==> config.mk <==
export PLATFORM = sky130hd
export DESIGN_NAME = led_color_fade_stepper_top
export DESIGN_NICKNAME = d
export VERILOG_FILES = /design/src/rtl/core/lcfs_pkg.sv /design/src/rtl/core/lcfs_div_lane.sv /design/src/rtl/core/led_color_fade_stepper_top.sv
export VERILOG_INCLUDE_DIRS = /design/src /design/src/rtl/core
export SDC_FILE = /design/constraint.sdc
export NUM_CORES = 1
export LEC_CHECK = 0
export BUFFER_PORTS_ARGS = -buffer_cell sky130_fd_sc_hd__buf_4
export CAP_MARGIN = 20
export CORE_MARGIN = 8
export CORE_UTILIZATION = 35
export DETAILED_ROUTE_END_ITERATION = 8
export GPL_ROUTABILITY_DRIVEN = 0
export PLACE_DENSITY_LB_ADDON = 0.08
export RECOVER_POWER = 25
export SLEW_MARGIN = 0
export SYNTH_ARGS = -nofsm -noshare
export SYNTH_HDL_FRONTEND = slang
export SYNTH_SLANG_ARGS = --single-unit
==> constraint.sdc <==
create_clock -name clk_i -period 14.2 [get_ports clk_i]
set_clock_uncertainty 0.2 [all_clocks]
set_input_delay 0.71 -clock clk_i [delete_from_list [all_inputs] [get_ports clk_i]]
set_output_delay 0.71 -clock clk_i [all_outputs]
set_load 0.1 [all_outputs]
==> src/rtl/core/led_color_fade_stepper_top_assert.svh <==
// assertion macros for the led colour fade stepper
// taken in by the top level, no other dependencies
`ifndef LED_COLOR_FADE_STEPPER_TOP_ASSERT_SVH
`define LED_COLOR_FADE_STEPPER_TOP_ASSERT_SVH

// antecedent holds, consequent in the same cycle
`define LCFS_ASSERT_NOW(label, clk, rst_n, ante, cons, msg) \
  label: assert property (@(posedge clk) disable iff (!rst_n) (ante) |-> (cons)) \
    else $error(msg);

// antecedent holds, consequent in the following cycle
`define LCFS_ASSERT_NEXT(label, clk, rst_n, ante, cons, msg) \
  label: assert property (@(posedge clk) disable iff (!rst_n) (ante) |=> (cons)) \
    else $error(msg);

`endif

==> src/rtl/core/lcfs_pkg.sv <==
// shared types and constants for the led colour fade stepper
// no dependencies, imported by the top level of the block
`default_nettype none

package lcfs_pkg;

  localparam int unsigned LCFS_STEP_PERIOD_MS  = 20;
  localparam int unsigned LCFS_DUTY_FULL_SCALE = 4000;

  localparam int unsigned COLOR_W   = 8;
  localparam int unsigned DUR_W     = 11;
  localparam int unsigned DUTY_W    = 12;
  localparam int unsigned SEL_W     = 2;
  localparam int unsigned STEP_W    = 6;
  localparam int unsigned MAX_STEPS = 63;
  localparam int unsigned COLOR_MAX = 255;
  localparam int unsigned NUM_CHAN  = 3;

  localparam int unsigned S_TDATA_W = 40;
  localparam int unsigned M_TDATA_W = 40;
  localparam int unsigned M_TUSER_W = 2;

  localparam logic [SEL_W-1:0] GRP_BOTH = 2'd0;
  localparam logic [SEL_W-1:0] GRP_A    = 2'd1;
  localparam logic [SEL_W-1:0] GRP_B    = 2'd2;

  typedef enum logic [2:0] {
    ST_IDLE,
    ST_COUNT,
    ST_SPLIT,
    ST_SPLIT_WAIT,
    ST_DUTY,
    ST_DUTY_WAIT
  } lcfs_state_e;

  typedef logic [COLOR_W-1:0] color_t;

endpackage

`default_nettype wire

==> src/rtl/core/lcfs_div_lane.sv <==
// bit-serial restoring divider, one quotient bit per cycle
// used as the arithmetic lanes of the fade stepper, one per colour channel, no package needs
`default_nettype none

module lcfs_div_lane #(
  parameter int unsigned NUM_W = 21,
  parameter int unsigned DEN_W = 8
) (
  input  logic             clk_i,
  input  logic             rst_ni,
  input  logic             start_i,
  input  logic [NUM_W-1:0] num_i,
  input  logic [DEN_W-1:0] den_i,
  output logic             done_o,
  output logic [NUM_W-1:0] quo_o,
  output logic [DEN_W-1:0] rem_o
);

  localparam int unsigned CNT_W = $clog2(NUM_W + 1);

  logic [CNT_W-1:0] cnt_q;
  logic [NUM_W-1:0] num_q;
  logic [DEN_W-1:0] rem_q;
  logic [DEN_W-1:0] den_q;
  logic [DEN_W:0]   trial;
  logic [DEN_W:0]   diff;
  logic             ge;
  logic [DEN_W-1:0] rem_d;

  // shift the next numerator bit into the partial remainder
  assign trial = {rem_q, num_q[NUM_W-1]};
  assign ge    = trial >= {1'b0, den_q};
  assign diff  = trial - {1'b0, den_q};
  assign rem_d = ge ? diff[DEN_W-1:0] : trial[DEN_W-1:0];

  always_ff @(posedge clk_i or negedge rst_ni) begin
    if (!rst_ni) begin
      cnt_q <= '0;
    end else if (start_i) begin
      cnt_q <= CNT_W'(NUM_W);
    end else if (cnt_q != '0) begin
      cnt_q <= cnt_q - CNT_W'(1);
    end
  end

  // quotient bits fill the numerator register from the bottom
  always_ff @(posedge clk_i) begin
    if (start_i) begin
      num_q <= num_i;
      den_q <= den_i;
      rem_q <= '0;
    end else if (cnt_q != '0) begin
      num_q <= {num_q[NUM_W-2:0], ge};
      rem_q <= rem_d;
    end
  end

  assign done_o = (cnt_q == '0);
  assign quo_o  = num_q;
  assign rem_o  = rem_q;

endmodule

`default_nettype wire

==> src/rtl/core/led_color_fade_stepper_top.sv <==
// led colour fade stepper, top level: sequencer, group colours, output register
// depends on lcfs_pkg, lcfs_div_lane and the assertion macro header
//
// Usage
//   Slave channel: one fade command per word, target colour, duration in ms
//   and group selector. Master channel: one word per step with three 12-bit
//   duties and the group flags in tuser; tlast marks the final step, which
//   always carries the target colour.
//   A command yields min(duration / STEP_PERIOD_MS, 63) words, at least one.
//   Three bit-serial divider lanes (one per colour channel) do the divisions,
//   NUM_W = max(8 + bits of full scale, 11) bits wide: 20 with the default
//   full scale. A command runs one pass for the step count, one for the
//   per-step increment (skipped for a single step) and one per output word.
//   The next command is taken once the final word sits in the output register.
//   A stalled receiver holds the word in the output register; the lanes stop
//   with the next word ready until the register frees.
//   Reset sets both group colours to black and empties the output register.
`default_nettype none
`include "led_color_fade_stepper_top_assert.svh"

module led_color_fade_stepper_top #(
  parameter int unsigned STEP_PERIOD_MS  = lcfs_pkg::LCFS_STEP_PERIOD_MS,
  parameter int unsigned DUTY_FULL_SCALE = lcfs_pkg::LCFS_DUTY_FULL_SCALE
) (
  input  logic                            clk_i,
  input  logic                            rst_ni,
  input  logic                            s_axis_tvalid_i,
  output logic                            s_axis_tready_o,
  // target_red, target_green, target_blue, duration_ms, zero fill
  input  logic [lcfs_pkg::S_TDATA_W-1:0]  s_axis_tdata_i,
  // group_select
  input  logic [lcfs_pkg::SEL_W-1:0]      s_axis_tuser_i,
  output logic                            m_axis_tvalid_o,
  input  logic                            m_axis_tready_i,
  // duty_red, duty_green, duty_blue, zero fill
  output logic [lcfs_pkg::M_TDATA_W-1:0]  m_axis_tdata_o,
  // apply_group_a, apply_group_b
  output logic [lcfs_pkg::M_TUSER_W-1:0]  m_axis_tuser_o,
  output logic                            m_axis_tlast_o
);

  import lcfs_pkg::*;

  localparam int unsigned PROD_W = COLOR_W + $clog2(DUTY_FULL_SCALE + 1);
  localparam int unsigned NUM_W  = (PROD_W > DUR_W) ? PROD_W : DUR_W;
  localparam int unsigned PER_W  = $clog2(STEP_PERIOD_MS + 1);
  localparam int unsigned DEN_W  = (PER_W > COLOR_W) ? PER_W : COLOR_W;

  lcfs_state_e state_q, state_d;

  logic accept;
  logic out_free;
  logic lanes_done;
  logic lane_start;
  logic load_out;

  logic [NUM_CHAN-1:0] lane_done;
  logic [NUM_W-1:0]    lane_num [NUM_CHAN];
  logic [DEN_W-1:0]    lane_den [NUM_CHAN];
  logic [NUM_W-1:0]    lane_quo [NUM_CHAN];
  logic [DEN_W-1:0]    lane_rem [NUM_CHAN];

  color_t tgt_q  [NUM_CHAN];
  color_t old_q  [NUM_CHAN];
  color_t grp_a_q [NUM_CHAN];
  color_t grp_b_q [NUM_CHAN];
  color_t qinc_q [NUM_CHAN];
  color_t acc_q  [NUM_CHAN];
  logic [STEP_W-1:0] rinc_q [NUM_CHAN];
  logic [STEP_W-1:0] res_q  [NUM_CHAN];

  color_t absdiff [NUM_CHAN];
  logic   neg     [NUM_CHAN];
  color_t cur     [NUM_CHAN];
  color_t acc_d   [NUM_CHAN];
  logic [STEP_W-1:0] res_d [NUM_CHAN];

  logic [STEP_W-1:0] steps_q;
  logic [STEP_W-1:0] steps_sat;
  logic [STEP_W-1:0] idx_q;
  logic              last_q;
  logic              app_a_q;
  logic              app_b_q;
  logic              next_last;

  logic              m_valid_q;
  logic [DUTY_W-1:0] duty_q [NUM_CHAN];
  logic              m_app_a_q;
  logic              m_app_b_q;
  logic              m_last_q;

  assign s_axis_tready_o = (state_q == ST_IDLE);
  assign accept          = s_axis_tvalid_i & s_axis_tready_o;
  assign out_free        = !m_valid_q || m_axis_tready_i;
  assign lanes_done      = &lane_done;

  // step count saturates at the longest fade
  assign steps_sat = (lane_quo[0] > NUM_W'(MAX_STEPS)) ? STEP_W'(MAX_STEPS)
                                                       : lane_quo[0][STEP_W-1:0];

  // the word after this one is the final one when idx + 2 reaches steps
  assign next_last = ({1'b0, idx_q} + (STEP_W+1)'(2)) >= {1'b0, steps_q};

  always_comb begin
    for (int k = 0; k < NUM_CHAN; k++) begin
      logic [STEP_W:0] rsum;
      logic [STEP_W:0] rsub;
      logic            wrap;
      neg[k]     = tgt_q[k] < old_q[k];
      absdiff[k] = neg[k] ? (old_q[k] - tgt_q[k]) : (tgt_q[k] - old_q[k]);
      cur[k]     = last_q ? tgt_q[k]
                 : (neg[k] ? (old_q[k] - acc_q[k]) : (old_q[k] + acc_q[k]));
      // running quotient and remainder of |diff| * idx / steps
      rsum       = {1'b0, res_q[k]} + {1'b0, rinc_q[k]};
      rsub       = rsum - {1'b0, steps_q};
      wrap       = rsum >= {1'b0, steps_q};
      res_d[k]   = wrap ? rsub[STEP_W-1:0] : rsum[STEP_W-1:0];
      acc_d[k]   = acc_q[k] + qinc_q[k] + COLOR_W'(wrap);
    end
  end

  // operands for the divider lanes, chosen by phase
  always_comb begin
    for (int k = 0; k < NUM_CHAN; k++) begin
      logic [PROD_W-1:0] prod;
      prod = PROD_W'(cur[k]) * PROD_W'(DUTY_FULL_SCALE);
      case (state_q)
        ST_IDLE: begin
          lane_num[k] = (k == 0) ? NUM_W'(s_axis_tdata_i[3*COLOR_W +: DUR_W]) : '0;
          lane_den[k] = DEN_W'(STEP_PERIOD_MS);
        end
        ST_SPLIT: begin
          lane_num[k] = NUM_W'(absdiff[k]);
          lane_den[k] = DEN_W'(steps_q);
        end
        default: begin
          lane_num[k] = NUM_W'(prod);
          lane_den[k] = DEN_W'(COLOR_MAX);
        end
      endcase
    end
  end

  for (genvar k = 0; k < NUM_CHAN; k++) begin : g_lane
    lcfs_div_lane #(
      .NUM_W (NUM_W),
      .DEN_W (DEN_W)
    ) u_lane (
      .clk_i   (clk_i),
      .rst_ni  (rst_ni),
      .start_i (lane_start),
      .num_i   (lane_num[k]),
      .den_i   (lane_den[k]),
      .done_o  (lane_done[k]),
      .quo_o   (lane_quo[k]),
      .rem_o   (lane_rem[k])
    );
  end

  always_ff @(posedge clk_i or negedge rst_ni) begin
    if (!rst_ni) begin
      state_q <= ST_IDLE;
    end else begin
      state_q <= state_d;
    end
  end

  always_comb begin
    state_d    = state_q;
    lane_start = 1'b0;
    load_out   = 1'b0;
    case (state_q)
      ST_IDLE: begin
        if (accept) begin
          lane_start = 1'b1;
          state_d    = ST_COUNT;
        end
      end
      ST_COUNT: begin
        if (lane_done[0]) begin
          state_d = (steps_sat < STEP_W'(2)) ? ST_DUTY : ST_SPLIT;
        end
      end
      ST_SPLIT: begin
        lane_start = 1'b1;
        state_d    = ST_SPLIT_WAIT;
      end
      ST_SPLIT_WAIT: begin
        if (lanes_done) begin
          state_d = ST_DUTY;
        end
      end
      ST_DUTY: begin
        lane_start = 1'b1;
        state_d    = ST_DUTY_WAIT;
      end
      ST_DUTY_WAIT: begin
        if (lanes_done && out_free) begin
          load_out = 1'b1;
          state_d  = last_q ? ST_IDLE : ST_DUTY;
        end
      end
      default: begin
        state_d = ST_IDLE;
      end
    endcase
  end

  // fade working registers
  always_ff @(posedge clk_i) begin
    if (accept) begin
      for (int k = 0; k < NUM_CHAN; k++) begin
        tgt_q[k] <= s_axis_tdata_i[(NUM_CHAN-1-k)*0 + k*COLOR_W +: COLOR_W];
        old_q[k] <= (s_axis_tuser_i == GRP_A) ? grp_a_q[k] : grp_b_q[k];
      end
      app_a_q <= (s_axis_tuser_i == GRP_BOTH) || (s_axis_tuser_i == GRP_A);
      app_b_q <= (s_axis_tuser_i == GRP_BOTH) || (s_axis_tuser_i == GRP_B);
    end
    if (state_q == ST_COUNT && lane_done[0]) begin
      steps_q <= steps_sat;
      last_q  <= steps_sat < STEP_W'(2);
      idx_q   <= '0;
      for (int k = 0; k < NUM_CHAN; k++) begin
        acc_q[k] <= '0;
        res_q[k] <= '0;
      end
    end
    if (state_q == ST_SPLIT_WAIT && lanes_done) begin
      for (int k = 0; k < NUM_CHAN; k++) begin
        qinc_q[k] <= lane_quo[k][COLOR_W-1:0];
        rinc_q[k] <= lane_rem[k][STEP_W-1:0];
      end
    end
    if (load_out && !last_q) begin
      idx_q  <= idx_q + STEP_W'(1);
      last_q <= next_last;
      for (int k = 0; k < NUM_CHAN; k++) begin
        acc_q[k] <= acc_d[k];
        res_q[k] <= res_d[k];
      end
    end
    if (load_out) begin
      for (int k = 0; k < NUM_CHAN; k++) begin
        duty_q[k] <= lane_quo[k][DUTY_W-1:0];
      end
      m_app_a_q <= app_a_q;
      m_app_b_q <= app_b_q;
      m_last_q  <= last_q;
    end
  end

  always_ff @(posedge clk_i or negedge rst_ni) begin
    if (!rst_ni) begin
      m_valid_q <= 1'b0;
      for (int k = 0; k < NUM_CHAN; k++) begin
        grp_a_q[k] <= '0;
        grp_b_q[k] <= '0;
      end
    end else begin
      if (load_out) begin
        m_valid_q <= 1'b1;
      end else if (m_axis_tready_i) begin
        m_valid_q <= 1'b0;
      end
      // the selected groups take the target colour when the final word is loaded
      if (load_out && last_q) begin
        for (int k = 0; k < NUM_CHAN; k++) begin
          if (app_a_q) begin
            grp_a_q[k] <= tgt_q[k];
          end
          if (app_b_q) begin
            grp_b_q[k] <= tgt_q[k];
          end
        end
      end
    end
  end

  assign m_axis_tvalid_o = m_valid_q;
  assign m_axis_tdata_o  = {{(M_TDATA_W - NUM_CHAN*DUTY_W){1'b0}},
                            duty_q[2], duty_q[1], duty_q[0]};
  assign m_axis_tuser_o  = {m_app_b_q, m_app_a_q};
  assign m_axis_tlast_o  = m_last_q;

  `LCFS_ASSERT_NOW(a_lanes_lockstep, clk_i, rst_ni, 1'b1,
    (lane_done[0] == lane_done[1]) && (lane_done[1] == lane_done[2]),
    "divider lanes out of step")
  `LCFS_ASSERT_NOW(a_step_in_range, clk_i, rst_ni, state_q == ST_DUTY,
    last_q || (({1'b0, idx_q} + (STEP_W+1)'(1)) < {1'b0, steps_q}),
    "intermediate step index past step count")
  `LCFS_ASSERT_NEXT(a_busy_after_accept, clk_i, rst_ni, accept,
    !s_axis_tready_o && !load_out,
    "command accepted while a fade is running")

endmodule

`default_nettype wire
; After elaboration in Yosys (flattened, before gate mapping)
; Memories as Yosys holds them, arrays and structs flattened.
; Cells that the tools add are included.
[classes]
n_reduce_logical = 28
n_mul = 3
n_lt_le_gt_ge = 12
n_eq_ne = 11
addsub = 32
bitwise = 7
mux = 67
[op_table]
columns = operator, count
row1 = 8-bit two-way mux, 18
row2 = 20-bit two-way mux, 6
row3 = 20-bit case mux with 2 select lines, 3
row4 = 8-bit subtractor, 12
row5 = 6-bit two-way mux, 9
row6 = 8-bit adder, 6
row7 = "8-bit by 7-bit multiplier with 15-bit output, second input constant", 3
row8 = 5-bit two-way mux, 6
row9 = 7-bit by 6-bit >= comparator with 1-bit output, 4
row10 = 9-bit by 8-bit >= comparator with 1-bit output, 3
row11 = 8-bit by 1-bit adder with 8-bit output, 3
row12 = 8-bit < comparator, 3
row13 = 6-bit by 6-bit adder with 7-bit output, 3
row14 = "20-bit by 6-bit > comparator with 1-bit output, second input constant", 1
row15 = 3-bit two-way mux, 6
row16 = 3-bit case mux with 6 select lines, 1
row17 = 6-bit subtractor, 3
row18 = 1-bit two-way mux, 16
row19 = 8-bit case mux with 2 select lines, 1
row20 = 5-bit logical NOT, 3
row21 = 5-bit nonzero test, 3
row22 = "5-bit by 1-bit subtractor with 5-bit output, second input constant", 3
row23 = 2-bit nonzero test, 5
row24 = "6-bit by 2-bit adder with 7-bit output, second input constant", 1
row25 = 21 further kinds, 38
[totals]
mem_count = 7
reg_bits = 177
input_bits = 46
mem_bits_rw = 168
wordCells = 193
[memory_table]
columns = memory, depth, width, read_ports, rd_ports_with_merged_regs, wr, line_no
row1 = duty_q, 3, 12, 3, 0, 3, led_color_fade_stepper_top.sv:87  ; logic [DUTY_W-1:0] duty_q [NUM_CHAN];
row2 = acc_q, 3, 8, 3, 0, 3, led_color_fade_stepper_top.sv:68  ; color_t acc_q [NUM_CHAN];
row3 = old_q, 3, 8, 3, 0, 3, led_color_fade_stepper_top.sv:64  ; color_t old_q [NUM_CHAN];
row4 = qinc_q, 3, 8, 3, 0, 3, led_color_fade_stepper_top.sv:67  ; color_t qinc_q [NUM_CHAN];
row5 = tgt_q, 3, 8, 3, 0, 3, led_color_fade_stepper_top.sv:63  ; color_t tgt_q [NUM_CHAN];
row6 = res_q, 3, 6, 3, 0, 3, led_color_fade_stepper_top.sv:70  ; logic [STEP_W-1:0] res_q [NUM_CHAN];
row7 = 1 more memories, --, --, --, --, --, --

; Depth between registers and ports, before layout
; Gate-level depths: netlist of the first run.
[depth]
word_depth = 9
depth_mapped = 31
depth_no_buf = 30

; By module
; A second synthesis of the first run with hierarchy kept.
[unflattened]
cells_unflattened = 2357
hier_area_um2 = 25160.4
[by_module_without_submodules]
columns = module, area_per_inst_um2, n_inst, cells_each
row1 = led_color_fade_stepper_top, 18561.6, 1, 1802
row2 = lcfs_div_lane, 2199.6, 3, 185

; Least setup slack after synthesis of the first run
; OpenSTA, ideal clock, no wires.
[synth_timing]
path_kind = flip-flop to flip-flop
startpoint = memory tgt_q[0][0] (netlist bit)
endpoint = register g_lane[0].u_lane.num_q[18] (data pin)
path_stages_with_launch = 31
period_less_slack_ns = 7.115
t_required_ns = 13.733
n_path_buf = 1
path_slack_ns = 7.085
setup_ns = 0.267
t_arrival_ns = 6.648
path_cell_list = edfxtp_1 -> inv_1 -> ha_1 -> inv_1 -> fa_1 -> a211oi_1 -> o21a_1 -> or2_1 -> clkbuf_1 -> a21o_1 -> inv_1 -> fa_1 -> nor2b_1 -> o21ai_1 -> nand2_1 -> nor2_1 -> o31ai_1 -> ha_1 -> inv_1 -> fa_1 -> fa_1 -> fa_1 -> inv_1 -> ha_1 -> inv_1 -> o21bai_1 -> a211oi_1 -> o21ai_0 -> a31oi_1 -> xor2_1 -> o21ai_0
[synth_lines]
columns = item, line_no
row1 = "start, declared", led_color_fade_stepper_top.sv:63
row2 = "end signal, assigned", lcfs_div_lane.sv:49  ; num_q <= num_i;
row3 = "end signal, assigned", lcfs_div_lane.sv:53  ; num_q <= {num_q[NUM_W-2:0], ge};
row4 = "end, declared", lcfs_div_lane.sv:22  ; logic [NUM_W-1:0] num_q;

==> results of run 1 <==
[synth_stat cells (all sizes together), types with 5 or more instances]
library cell	n
ha	275
edfxtp	253
inv	239
nand2	193
o21ai	165
nor2	137
a21oi	121
xnor2	97
fa	75
dfrtp	67
xor2	60
a21o	56
nor3	42
a211oi	40
nand3	40
clkbuf	39
mux2	38
mux2i	32
nor2b	28
buf	26
o31ai	26
dfxtp	24
o21a	23
a21boi	15
and2	13
nand2b	13
nand4	13
nor3b	11
nor4	11
o21bai	11
o41ai	11
or2	11
a31oi	10
o211ai	9
a211o	8
a22o	8
a22oi	6
nand3b	6
o211a	6
and3	5
o31a	5
or3	5
[critical path, delay by kind of cell (launching register included)]
family,cells,cell delay [ns]
AOI/OAI and AO/OA,10,2.55
and+or+nand+nor,4,0.78
adders and majority gates,8,3.13
buffers and inverters,6,0.56
xor gates and xnor gates,1,0.15
DFF,1,0.46
[through the flow]
| stage | cells | instance area, sq um |
|---|---|---|
| 2_1_floorplan | 2320 | 24100 |
| 3_3_place_gp | 3238 | 25700 |
| 3_5_place_dp | 3238 | 25700 |
| 4_1_cts | 3318 | 27100 |
| 5_1_grt | 3319 | 27100 |
| 6_report | 3319 | 27100 |
[layer usage]
layer  up-vias  routed length, microns
met4         0                    1540
met1      8129                   30700
li1       8450                       -
met3        74                    1820
met2       251                   27300
met5         -                       0
[flip-flops by register name, summed over array words and instances, names as in the netlist, 3 cells and up]
name and count:
state_q 3, acc_q 24, g_lane.u_lane.cnt_q 15, grp_b_q 24
g_lane.u_lane.quo_o 60, tgt_q 24, res_q 18, rinc_q 18
idx_q 6, steps_q 6, g_lane.u_lane.rem_o 24, duty_q 36
qinc_q 24, g_lane.u_lane.den_q 7, old_q 24, grp_a_q 24
[how the worst max path moves through the flow]
stage / start / to / slack [ns] / cells past startpoint
6_report: tgt_q[0][0]$_DFFE_PP_ / g_lane[0].u_lane.quo_o[18]$_DFFE_PP_ / 6.09 / 29
5_1_grt: tgt_q[0][16]$_DFFE_PP_ / g_lane[2].u_lane.quo_o[18]$_DFFE_PP_ / 5.38 / 29
4_1_cts: tgt_q[0][0]$_DFFE_PP_ / g_lane[0].u_lane.quo_o[18]$_DFFE_PP_ / 6.00 / 29
3_5_place_dp: tgt_q[0][0]$_DFFE_PP_ / g_lane[0].u_lane.quo_o[18]$_DFFE_PP_ / 6.06 / 29
3_3_place_gp: tgt_q[0][0]$_DFFE_PP_ / g_lane[0].u_lane.quo_o[18]$_DFFE_PP_ / 6.07 / 29
2_1_floorplan: tgt_q[0][0]$_DFFE_PP_ / g_lane[0].u_lane.quo_o[18]$_DFFE_PP_ / 7.09 / 30
[cells by family after synthesis]
| group | share of synthesized area |
|---|---|
| AOI/OAI and AO/OA | 0.147 |
| and+or+nand+nor | 0.104 |
| adders and majority gates | 0.205 |
| DFF | 0.405 |
| buffers and inverters | 0.0495 |
| xor gates and xnor gates | 0.0571 |
| muxes | 0.0311 |
| other | 0.000156 |
[layout make-up]
type	instances	area share
Multi-Input combinational cell	1672	0.486
Sequential cell	344	0.360
Clock buffer	54	0.0424
Tap cell	882	0.0407
Inverter	239	0.0331
Timing Repair Buffer	102	0.0283
Clock inverter	26	0.00933
==> impl.org, run 1 <==
** Die
- Y dimension of the die :: 278 microns
- Total die area :: 0.0774 sq mm
- The initialized floorplan defines 96 standard-cell rows.
- The floorplan step defined a core boundary enclosing 0.0683 sq mm.
- IO Count :: 91
- The floorplan step set the die width to 278 microns.
- Starting utilization of the core area :: 0.352

** CTS
- The H-tree was split into 2 levels.
- The tree is rooted in a clkbuf_16.
- TritonCTS built the clock tree.
- The clock passes through at most 3 buffers.
- The number of hold buffers added after CTS was 0.
- Clock Pin Slew Worst Setup and Hold Paths :: 0.06 ns
- Clock Latency Late Sink :: 0.58 ns
- The clock net in this run drives a total of 344 sinks.
- Total of cells resized after clock tree synthesis :: 0
- Buffers added to address setup during post-CTS repair amount to 0.
- TritonCTS created 43 clock buffers.

** Placed design
- Once detailed placement completed, the half-perimeter wirelength came to 45800 microns.
- Port buffering added 81 buffers.
- Worst setup timing slack at the placement stage :: 6.06 ns

** Detailed routing
- For this block, the initial DRC count from the detailed router was 790.
- Per-cell via count in the routed design :: 5.09
- DRC violation count after routing :: 0
- The count of nets left with antenna violations once routing finished came out at 0.
- After detailed routing, the total wire length is 61400 microns.
- Before antenna repair, the detailed router went through 7 iterations.
- The detailed router placed 16900 vias in this run.
- Post-detailed-route wirelength per cell :: 18.5 microns

** GRT
- The via count of the first global-routing pass came to 17100.
- GRT overflow :: 0
- The first global-routing pass estimated 96800 microns of wire.
- Entering global routing, the biggest net connects 68 pins.
- Number of antenna violations at the first check in global routing :: 0
- For met1 alone, demand over resource in global routing was 0.221.
- Across every metal layer, demand over resource in global routing totals 0.156.
- For this run, global-route usage on met3 was measured as 0.0216.
- Global-route met2 utilization :: 0.250
- Most heavily used metal layer in global routing :: met2

** Hold path
- Terminating pin of the worst hold path :: tgt_q[0][1]$_DFFE_PP_
- Counting instances, the worst hold path has a depth of 1.
- Hold crit path type :: in2reg
- The startpoint identified for the worst hold timing path is s_axis_tdata_i[1].

** Setup path
- Largest fanout on the critical path :: 12
- The critical path in this run is classified as reg2reg.
- Register-to-Register Path Depth :: 29
- On the worst path, the slowest cell contributes a delay of 0.73 ns.
- Slack of the worst reg-to-reg path :: 6.09 ns
- Startpoint type of the worst setup path :: flop
- CP max-delay cell :: o31ai_1
- The endpoint identified for the worst register-to-register timing path is g_lane[0].u_lane.quo_o[18]$_DFFE_PP_.
- Arrival time at the worst endpoint :: 8.20 ns
- Counting stages on the worst path, the most repeated cell is inv_1.
- Worst setup EP type :: flop
- For the worst setup path, the data required time is 14.29 ns.
- The startpoint identified for the worst register-to-register timing path is tgt_q[0][0]$_DFFE_PP_.

** Timing
- The worst path meets setup with 6.09 ns of slack.
- Setup repair after global routing left no endpoint under its margin.
- Hold_ws :: 0.130 ns
- Setup TNS :: 0 ns
- Max Fclk :: 123 MHz
- Dividing the final minimum period by the clock period gives 0.571.
- Count of final setup violators :: 0
- For the pin with the worst max-slew slack, the measured transition is 4.05 ns.
- The number of hold violations in the final report is 0.
- Worst rel slew slack :: -1.70
- The number of pins exceeding their max-slew limit in the final report was 93.
- Min cycle time layout :: 8.11 ns

** Layout
- The filler cells instantiated in the layout total 6626.
- Final core occ :: 0.397
- The repair_antennas step left the layout with diodes totalling 0.
- Number of nets in the layout :: 2798
- FF/Latch Area :: 0.00975 sq mm
- In the final layout, the share of cells above drive strength 1 is 0.0952.
- The top cell types in the final layout, fill and taps aside, are 275 x ha_1, 253 x edfxtp_1, 236 x inv_1.
- Summing all multi-input logic gate instances after layout gives 0.0132 sq mm.
- The area growth from synthesis to layout is 12.6%.
- Leaving out fill and tap cells, the most frequent cell in the layout is ha_1.

** Status
- Run status :: finished, violations left
- The final reports fail on capacitance limit, slew limit.

** Yosys
- Seq/Total Area, Yosys :: 0.405
- Number of enable-type register cells in the synthesized netlist :: 253
- Cell type with the highest aggregate area in the netlist :: edfxtp_1
- After synthesis the netlist holds a flip-flop and latch count of 344.
- Synthesis instantiated 76 different standard cells from the library.
- Share of the synthesized area in the top cell type :: 0.316
- Synthesis Warnings :: 0
- The cell area that synthesis handed to floorplanning was 0.0241 sq mm.
- Mean Syn Cell Area :: 10.4 sq um
- The most used flip-flop cell after synthesis is edfxtp_1.
- Counting every instance in the synthesized netlist gives 2317.
- By area the synthesized netlist is led by edfxtp_1 32%, ha_1 14%, dfrtp_1 7.0%.
- After synthesis, the share of flip-flops with an asynchronous set or reset is 0.195.

** Job
- # Max-Cap Violations :: 2
Power of run 1 is left out: the tool's default activity adds up to more than one toggle a clock period on the data nets, which glitch-free logic cannot reach.
==> run 2, diff against run 1 <==
Clock period 14.2 ns to 8.12 ns, I/O delays scaled along.
==> run 2 against run 1 <==
The run still ends with capacitance limit, slew limit left. Die area is the same. Sequential share of layout area shrank 0.64 points. First-iteration DRC count grew 4.2%. Worst hold slack lost 0.047 ns. Critical path depth shrank 2. Clock-buffer cell count shrank 1. Global-route usage grew 0.26 points. Final cell count grew 1.3%. Sequential cell count is the same. Register-to-register slack lost 5.5 ns. Critical path type unchanged.
==> impl.org, run 2 (synthesized netlist as in run 1, its figures left out) <==
** CTS
- Cts bufs inserted :: 44 (was 43)
- Number of clock sinks seen by CTS :: 344 (unchanged)
- Clock Latency Late Sink :: 0.57 ns (was 0.58 ns)
- The root buffer cell was clkbuf_16 (unchanged).
- The clock transition at the registers of the reported paths was 0.06 ns (about the same).
- The number of setup buffers added after CTS was 0 (unchanged).
- Number of H-tree branching levels :: 2 (unchanged)
- The number of buffers between clock root and the deepest sink is 3 (unchanged).
- The TritonCTS clock tree is done (unchanged).

** Setup path
- Critical path's largest stage delay :: 0.58 ns (was 0.73 ns)
- Register-to-Register Path Depth :: 27 (was 29)
- The destination of the worst register-to-register timing path is g_lane[2].u_lane.quo_o[18]$_DFFE_PP_ (was g_lane[0].u_lane.quo_o[18]$_DFFE_PP_).
- Arrival time at the worst endpoint :: 7.65 ns (was 8.20 ns)
- CP max-delay cell :: fa_1 (was o31ai_1)
- The count of buffer and inverter cells on the critical path came to 6 (unchanged).
- Required time worst endpoint :: 8.24 ns (was 14.29 ns)
- The startpoint of the worst register-to-register path is tgt_q[0][16]$_DFFE_PP_ (was tgt_q[0][0]$_DFFE_PP_).
- The kind of start point of the critical path is a flop (unchanged).
- The endpoint kind of the worst setup timing path is a flop (unchanged).
- Largest fanout on the critical path :: 8 (was 12)
- Type of the worst setup path :: reg2reg (unchanged)
- The worst setup slack for register-to-register paths came to 0.59 ns (was 6.09 ns).
- Dominant delay contributor by cell family on the critical path :: adder cells (unchanged)

** Hold path
- Cell depth of the worst hold path :: 3 (was 1)
- The worst hold-check path type is in2reg (unchanged).
- The launch point of the worst hold path was s_axis_tdata_i[29] (was s_axis_tdata_i[1]).
- The endpoint of the worst hold path was g_lane[0].u_lane.quo_o[5]$_DFFE_PP_ (was tgt_q[0][1]$_DFFE_PP_).

** Timing
- Setup TNS :: 0 ns (unchanged)
- Count of final setup violators :: 0 (unchanged)
- Number of hold violations in the final report :: 0 (unchanged)
- Min cycle time layout :: 7.53 ns (was 8.11 ns)
- The number of pins exceeding their max-slew limit in the final report is 77 (was 93).
- Worst rel slew slack :: -1.35 (was -1.70)
- Max Fclk :: 133 MHz (was 123 MHz)
- Unrepaired setup endpoints after global routing :: false (unchanged)
- Period Utilization, post-route :: 0.928 (was 0.571)
- Actual transition at the worst max-transition pin :: 3.52 ns (was 4.05 ns)

** Die
- The number of standard-cell rows in the floorplan is 96 (unchanged).
- The effective utilization at floorplan is 0.352 (unchanged).
- Core area :: 0.0683 sq mm (unchanged)
- The overall die area is 0.0774 sq mm (unchanged).
- Die Wd :: 278 microns (unchanged)
- Y dimension of the die :: 278 microns (unchanged)
- The count of pins on the block boundary was 91 (unchanged).

** Status
- Violations in the final reports: capacitance limit, slew limit (unchanged).
- Run status: finished, violations left (unchanged).

** Detailed routing
- The number of design rule violations left after detail routing was 0 (unchanged).
- Detailed router's first-iteration violation count :: 823 (was 790)
- Per-cell via count in the routed design :: 5.09 (about the same)
- Total Routed Length :: 62200 microns (was 61400 microns)
- The first-pass detailed-route iteration total was 7 (unchanged).
- The remaining antenna violation count is 0 (unchanged).
- Overall via count from detail_route :: 17100 (was 16900)
- Post-detailed-route wirelength per cell :: 18.5 microns (about the same)

** GRT
- Vias in the first global route :: 17500 (was 17100)
- The total routing usage reported by global routing came to 0.159 (was 0.156).
- Number of antenna violations at the first check in global routing :: 0 (unchanged)
- The wire length of the first global-routing pass was 98300 microns (was 96800 microns).
- The maximum number of pins on one net before global-route repair was 58 (was 68).
- GRT overflow :: 0 (unchanged)

** Layout
- The final net count was 2840 (was 2798).
- Commonest cells after routing, fill and taps aside: 275 x ha_1, 253 x edfxtp_1, 237 x inv_1 (was 275 x ha_1, 253 x edfxtp_1, 236 x inv_1).
- The number of antenna repair diodes is 0 (unchanged).
- The leading cell type in the layout, fill and taps excluded was ha_1 (unchanged).
- Max reg flops :: 60 (unchanged)
- Area added between synthesis and finish :: 14.7% (was 12.6%)
- The ratio of cells with drive above 1 in the final layout came to 0.0992 (was 0.0952).

** Placed design
- DP Wirelength :: 46600 microns (was 45800 microns)
- The number of I/O port buffers was 81 (unchanged).

** Job
- # Max-Cap Violations :: 2 (unchanged)
[run 2: routing by layer]
metal | share of wire | global-route usage
met1 | 0.49 | 0.219
met3 | 0.034 | 0.0248
met2 | 0.45 | 0.259
met4 | 0.024 | 0.0421
met5 | 0 | 0
[run 2: worst max path at each step]
| stage | startpoint | end | slack, ns | depth (start not counted) |
|---|---|---|---|---|
| floorplan | tgt_q[0][0]$_DFFE_PP_ | g_lane[0].u_lane.quo_o[18]$_DFFE_PP_ | 1.01 | 30 |
| CTS | tgt_q[0][16]$_DFFE_PP_ | g_lane[2].u_lane.quo_o[18]$_DFFE_PP_ | 0.34 | 27 |
| global placement | tgt_q[0][0]$_DFFE_PP_ | g_lane[0].u_lane.quo_o[18]$_DFFE_PP_ | 0.50 | 27 |
| finish | tgt_q[0][16]$_DFFE_PP_ | g_lane[2].u_lane.quo_o[18]$_DFFE_PP_ | 0.59 | 27 |
| global route | tgt_q[0][16]$_DFFE_PP_ | g_lane[2].u_lane.quo_o[16]$_DFFE_PP_ | 0.07 | 27 |
| detailed placement | tgt_q[0][16]$_DFFE_PP_ | g_lane[2].u_lane.quo_o[18]$_DFFE_PP_ | 0.38 | 27 |
[run 2: worst register-to-register path: stages (launching register included)]
cell and delay, ns:
edfxtp_1 0.43, inv_1 0.14, ha_1 0.19, inv_1 0.07, fa_1 0.39, nand3_1 0.16, a21oi_1 0.17, nor2_2 0.30
a21o_1 0.19, inv_1 0.06, fa_1 0.43, nor2b_1 0.16, nor3_1 0.07, a21oi_1 0.36, inv_1 0.16, fa_1 0.58
inv_1 0.06, fa_1 0.52, fa_1 0.44, fa_1 0.51, inv_1 0.04, ha_1 0.29, o21ai_1 0.11, a21boi_1 0.13
o31ai_1 0.37, a2111oi_1 0.17, or3_1 0.33, a32o_1 0.24
[run 2: metrics by stage]
step	utilization	cell area [sq um]	setup WS (ns)	instances	hold WS, ns
2_1_floorplan	-	24100	1.01	2320	-0.0896
3_3_place_gp	0.377	25800	0.501	3251	0.0441
3_5_place_dp	0.377	25800	0.380	3251	0.0495
4_1_cts	0.404	27600	0.340	3361	0.0278
5_1_grt	0.404	27600	0.0693	3361	0.0591
6_report	0.404	27600	0.588	3361	0.0831
[run 2: cell type report]
cell class                      instances  area (sq um)
Clock buffer                           53          1140
Timing Repair Buffer                  143          1130
Clock inverter                         28           383
Tap cell                              882          1100
Inverter                              239           897
Fill cell                            6596         40700
Multi-Input combinational cell       1672         13200
Sequential cell                       344          9750
[run 2: timing repair]
action,in CTS,in global routing
hold buffers,29,0
hold endpoints to repair,80,0
gates resized for setup,0,3
setup endpoints to repair,0,4
Power of run 2 is left out for the same reason.
